--- src/rtl/hcmma_pkg.sv ---
// Shared types, constants and codes for the heightfield chunk statistics block.
package hcmma_pkg;

    // Default geometry of the height store
    localparam int MAX_SIDE_LOG2_DEF = 8;
    localparam int PIXEL_BITS_DEF    = 16;

    // Configuration register indexes and reset values
    localparam int        CFG_IDX_W      = 1;
    localparam int        CFG_DATA_W     = 4;
    localparam logic [CFG_IDX_W-1:0] CFG_SIDE_LOG2  = 1'd0;
    localparam logic [CFG_IDX_W-1:0] CFG_CHUNK_LOG2 = 1'd1;
    localparam logic [CFG_DATA_W-1:0] SIDE_LOG2_RST  = 4'd8;
    localparam logic [CFG_DATA_W-1:0] CHUNK_LOG2_RST = 4'd5;

    // Result status codes
    localparam logic [1:0] ST_OK        = 2'd0;
    localparam logic [1:0] ST_BAD_LEVEL = 2'd1;
    localparam logic [1:0] ST_BAD_CHUNK = 2'd2;

    // Request modes
    localparam logic MODE_WRITE = 1'b0;
    localparam logic MODE_QUERY = 1'b1;

    // Request payload
    typedef struct packed {
        logic        mode;
        logic [7:0]  pixel_col;
        logic [7:0]  pixel_row;
        logic [15:0] pixel_value;
        logic [3:0]  query_level;
        logic [7:0]  query_cx;
        logic [7:0]  query_cy;
    } t_req;

    // Result payload
    typedef struct packed {
        logic [15:0] height_min;
        logic [15:0] height_max;
        logic [15:0] avg_height;
        logic [15:0] corner_00;
        logic [15:0] corner_10;
        logic [15:0] corner_01;
        logic [15:0] corner_11;
        logic [1:0]  status;
    } t_rsp;

    // Controller to datapath commands
    typedef struct packed {
        logic wr;     // store one pixel from the request
        logic load;   // capture query fields
        logic check;  // range check, set up walk, clear accumulators
        logic walk;   // issue one pixel read and advance
        logic fin;    // form and present the result
    } t_cmd;

    // Datapath to controller status
    typedef struct packed {
        logic err;    // query out of range
        logic last;   // current read is the last pixel of the chunk
    } t_sts;

endpackage

--- src/rtl/hcmma_ctrl.sv ---
// Sequencer for pixel writes and chunk query walks.
module hcmma_ctrl (
    input  logic             i_clk,
    input  logic             i_rst_n,
    input  logic             start,
    input  logic             i_mode,
    input  hcmma_pkg::t_sts  i_sts,
    output hcmma_pkg::t_cmd  o_cmd,
    output logic             busy
);

    import hcmma_pkg::*;

    localparam logic [2:0] S_IDLE  = 3'd0;
    localparam logic [2:0] S_CHECK = 3'd1;
    localparam logic [2:0] S_WALK  = 3'd2;
    localparam logic [2:0] S_DRAIN = 3'd3;
    localparam logic [2:0] S_FINAL = 3'd4;

    logic [2:0] r_state;
    logic [2:0] n_state;
    logic       accept;

    assign accept = start && (r_state == S_IDLE);

    // Decode commands from state
    always_comb begin
        o_cmd       = '0;
        o_cmd.wr    = accept && (i_mode == MODE_WRITE);
        o_cmd.load  = accept && (i_mode == MODE_QUERY);
        o_cmd.check = (r_state == S_CHECK);
        o_cmd.walk  = (r_state == S_WALK);
        o_cmd.fin   = (r_state == S_FINAL);
    end

    // Next state
    always_comb begin
        n_state = r_state;
        unique case (r_state)
            S_IDLE: begin
                if (accept && (i_mode == MODE_QUERY)) n_state = S_CHECK;
            end
            S_CHECK: begin
                n_state = i_sts.err ? S_FINAL : S_WALK;
            end
            S_WALK: begin
                if (i_sts.last) n_state = S_DRAIN;
            end
            S_DRAIN: begin
                n_state = S_FINAL;
            end
            S_FINAL: begin
                n_state = S_IDLE;
            end
            default: begin
                n_state = S_IDLE;
            end
        endcase
    end

    always_ff @(posedge i_clk) begin
        if (!i_rst_n) begin
            r_state <= S_IDLE;
        end else begin
            r_state <= n_state;
        end
    end

    assign busy = (r_state != S_IDLE);

    // A query request always goes to the range check next
    a_load_to_check: assert property (@(posedge i_clk) disable iff (!i_rst_n)
        o_cmd.load |=> (r_state == S_CHECK))
        else $error("query request did not enter range check");

    // The drain cycle only follows the walk
    a_drain_after_walk: assert property (@(posedge i_clk) disable iff (!i_rst_n)
        (r_state == S_DRAIN) |-> ($past(r_state) == S_WALK))
        else $error("drain entered without a walk");

    // No pixel write while a query is in flight
    a_no_write_busy: assert property (@(posedge i_clk) disable iff (!i_rst_n)
        o_cmd.wr |-> !busy)
        else $error("pixel write while busy");

endmodule

--- config.mk ---
export PLATFORM = sky130hd
export DESIGN_NAME = hcmma_ctrl
export DESIGN_NICKNAME = d
export VERILOG_FILES = /design/src/rtl/hcmma_pkg.sv /design/src/rtl/hcmma_ctrl.sv
export SDC_FILE = /design/constraint.sdc
export NUM_CORES = 1
export LEC_CHECK = 0
export BUFFER_PORTS_ARGS = -buffer_cell sky130_fd_sc_hd__buf_2
export CAP_MARGIN = 20
export CORE_AREA = 3 3 40 42
export CTS_CLUSTER_SIZE = 14
export DETAILED_ROUTE_END_ITERATION = 8
export DIE_AREA = 0 0 43 45
export HOLD_SLACK_MARGIN = 0.12
export PLACE_DENSITY = 0.38
export SYNTH_ARGS = -nofsm -noshare
export SYNTH_HDL_FRONTEND = slang
export SYNTH_SLANG_ARGS = --single-unit
export TNS_END_PERCENT = 20
--- constraint.sdc ---
create_clock -name i_clk -period 1.2 [get_ports i_clk]
set_input_delay 0.12 -clock i_clk [delete_from_list [all_inputs] [get_ports i_clk]]
set_output_delay 0.12 -clock i_clk [all_outputs]
set_load 0.01 [all_outputs]
; ---- Word level (Yosys, flattened, before mapping)
; Index checks and enable logic that the tools add are counted.
[classes]
n_eq_ne = 6
mux = 4
n_bitwise = 1
n_reduce_logical = 6
[op_table]
columns = op, n
row1 = $pmux 3 s4, 1
row2 = $mux 3, 3
row3 = $eq 3x2->1 const B, 2
row4 = $ne 2x2->1 const B, 2
row5 = $eq 3x1->1 const B, 1
row6 = $eq 3x3->1 const B, 1
row7 = $logic_and 1x1->1, 3
row8 = $logic_not 3->1, 1
row9 = $reduce_bool 3->1, 1
row10 = $reduce_and 2->1, 1
row11 = $not 1->1, 1
[word_totals]
regBits = 3
input_bits = 6
out_inout_bits = 6
elab_cells = 18

; ---- Depth between registers and ports, before layout
[depth]
word_depth = 5
ltp_mapped = 3
depth_no_buf = 2

; ---- Least setup slack after synthesis
; No wires, ideal clock.
[synth_path]
kind = register to output
startpoint = reg r_state[1]
endpoint = out o_cmd[3] (netlist name)
arrival_time_ns = 1.076
required_ns = 1.080
setup_slack_ns = 0.004
path_stages_with_launch = 4
path_buffers = 1
path_cell_list = dfxtp_1 -> buf_2 -> or4b_1 -> nor2_1
[synth_lines]
columns = item, line
row1 = start: declaration, hcmma_ctrl.sv:20  ; logic [2:0] r_state;
row2 = start signal: assignment, hcmma_ctrl.sv:65  ; r_state <= n_state;
row3 = end: declaration, hcmma_ctrl.sv:8  ; output hcmma_pkg::t_cmd o_cmd,

==> flow_metrics.tcl <==
set metrics [dict create \
    status "complete, but fails checks" \
    failing_checks "setup timing" \
    min_period_ns 1.433 \
    largest-register "r_state" \
    avgViaCountPerCell 3.963 \
    power_density_nw_per_um2 1066 \
    total_leakage_power_nw 0.1695 \
    antenna_cells 0 \
    largest_net_degree_at_the_start_of_global_routing 10 \
    worst_hold_path.endpoint "r_state[0]" \
    num_io_pins 12 \
    worst_hold_startpoint "i_rst_n" \
    max_slew_margin_pct 82.95 \
    postCtsSetupRepairBufs 0 \
    fin_skew_ns 0.001432 \
    postSynthCellCount 22 \
    grt_pass1_wl_um 828 \
    setup.worst_path.start_class "flip-flop" \
    crit_slowest_cell "or4b_4" \
    first_pass_iters 2 \
    worst_ep_required_time_ns 1.08 \
    synth_enable_flop_cells 0 \
    first_iter_violations 1 \
    cts_buffer_depth 2 \
    synth_flop_cell "dfxtp_1" \
    avgSynthCellArea_um2 8.588 \
    leading_cell_type_in_the_layout_fill_and_taps_excluded "buf_2" \
    crit_fanout 2 \
    grt_antenna_before_repair 0 \
    globalplace.congestion 0.6943 \
    hpwl_um 395.4 \
    largest_registers "r_state: 3 flops" \
    io_buffers 11 \
    route.vias.total 214 \
    r2r_setup_slack_ns 0.09 \
    highest_count_cells_in_the_layout_ignoring_fill_and_taps "11 x buf_2, 4 x nor3b_2, 3 x clkbuf_4" \
    path_cells "or4b_4 > nor2_2 > buf_2" \
    wl_per_cell_um 9.981 \
    syn2layout_area_growth_pct 76.16 \
    critical-path-max-stage-delay_ns 0.53 \
    rows 13 \
    p_total_mw 0.3546 \
    clock_tree_sinks 3 \
    dieArea_um2 1935 \
    largest_reg_flops 3 \
    slew_viol_final 0 \
    yosysSeqAreaShare_pct 31.79 \
    fp.dieH_um 45 \
    grt_use_total_pct 6.323 \
    place_area_um2 280.3 \
    finalHoldViolations 0 \
    detail-route-antenna-nets 0 \
    drcViolationCount 0 \
    hold_path_class "in -> reg" \
    tcrit_tclk_final_pct 119.4 \
    grt_pass1_vias 181 \
    drt_wl_total_um 539 \
    timing.final.setup_violations 3 \
    cp_top_family "simple AND/OR/NAND/NOR gates" \
    r2r_end "r_state[0]" \
    tritoncts.num_buffers 3 \
    clockRootBuffer "clkbuf_4" \
    worst-setup-path-type "reg -> out" \
    cts-hold-fix-buffers 0 \
    worstSkewPairLatency_ns 0.23 \
    timing.critical_path.to_type "output pin" \
    max_slew.worst_pin.slew_ns 0.2553 \
    tritoncts_clock_tree "done" \
    layout-drive-gt1-share_pct 64.10 \
    synth.lib_cells_used.distinct 15 \
    initial_core_util_pct 14.70 \
    ys.warnings.count 0 \
    synth_seq_cells 3 \
    numPlacedInstances 50 \
    worst_setup_hold_path_clk_slew_ns 0.04 \
    fmaxAchievable_mhz 697.9 \
    design.core.area_um2 1285 \
    maxCapViolCount 0 \
    cts_max_level 1 \
    final.setup.worst_slack_ns -0.2329 \
    synth_nets 28 \
    grt_setup_unrepaired "yes" \
    die_w_um 43 \
    r2r.worst_path.cells 3 \
    synth_async_sr_flop_share_pct 0 \
    multi_input_area_um2 137.6 \
    irDropWorstVdd_mv 0.5069 \
    instances_no_fill 54 \
    grt_overflow_total 0 \
    worst-endpoint-arrival_ns 1.31 \
    num-fill-cells 142 \
    cp_num_buf_inv 1 \
    regToRegStartpoint "r_state[1]" \
    min_path_cells 3 \
    pre_cts_ws_ns 0.01918 \
    syn_area_um2 188.9 \
    register_cell_area_after_layout_um2 61.31 \
    stdcell_area_um2 332.8 \
    design.final.nets 46 \
]
==> synthesized netlist by cell type (2+ instances only) <==
cell,number,area (um2)
dfxtp_1,3,60.06
inv_1,2,7.510
nor2_1,3,11.26
nor3b_1,3,22.52
==> cells by family after synthesis <==
kind of cell	count (synthesis)	share of synthesized area (%)
AND/OR/NAND/NOR	14	51.00
buffers and inverters	3	6.621
AO/OA/AOI/OAI	2	10.59
flip-flops	3	31.79
==> layer usage <==
layer	global-route usage, %	up-vias	part of all wire, %
li1	-	109	-
met1	7.933	89	43
met2	5.689	16	36
met3	8.367	0	21
met4	1.807	0	0
met5	0	-	0
==> area by class of cell <==
cell class,count,area share (%)
inverters,2,2.256
flip-flops and latches,3,18.42
multi-input cells,16,41.35
clock buffers,4,7.895
repair buffers,14,24.44
well taps,15,5.639
==> worst max-delay path by stage <==
| stage | from | endpoint | slack [ns] | cells past startpoint |
|---|---|---|---|---|
| after floorplan | r_state[1] | o_cmd[3] | 0.004 | 3 |
| after global placement | r_state[0] | o_cmd[4] | 0.04 | 3 |
| after detailed placement | r_state[0] | o_cmd[4] | 0.02 | 3 |
| after CTS | r_state[0] | o_cmd[4] | -0.25 | 3 |
| after global routing | r_state[1] | o_cmd[4] | -0.29 | 3 |
| final | r_state[1] | o_cmd[4] | -0.23 | 3 |
==> report_power, final <==
part / switching (mW) / internal (mW) / leakage, nW / total [mW]
registers: 0.00226 / 0.105 / 0.0248 / 0.107
logic: 0.0338 / 0.0372 / 0.130 / 0.0710
clock network: 0.0521 / 0.125 / 0.0150 / 0.177
==> per-stage QoR <==
| step | utilization, % | hold WS, ns | TNS (ns) |
|---|---|---|---|
| 2_1_floorplan | - | 0.2497 | 0 |
| 3_5_place_dp | 21.81 | 0.3792 | 0 |
| 3_3_place_gp | 21.81 | 0.3788 | 0 |
| 4_1_cts | 23.86 | 0.1294 | -0.5911 |
| 6_report | 25.90 | 0.1276 | -0.5502 |
| 5_1_grt | 25.90 | 0.1275 | -0.7851 |
==> worst reg2reg max path, stage by stage, from the launching register on <==
cell and delay, ns:
dfxtp_1 0.30, buf_4 0.16, nand3b_1 0.18, a2111oi_2 0.36
==> what timing repair did <==
action | in CTS | in global routing
pin swaps | 0 | 2
setup endpoints to repair | 3 | 6
gates resized for setup | 0 | 7
hold endpoints to repair | 0 | 0
Note: power is estimated with default switching activity, not from simulation.
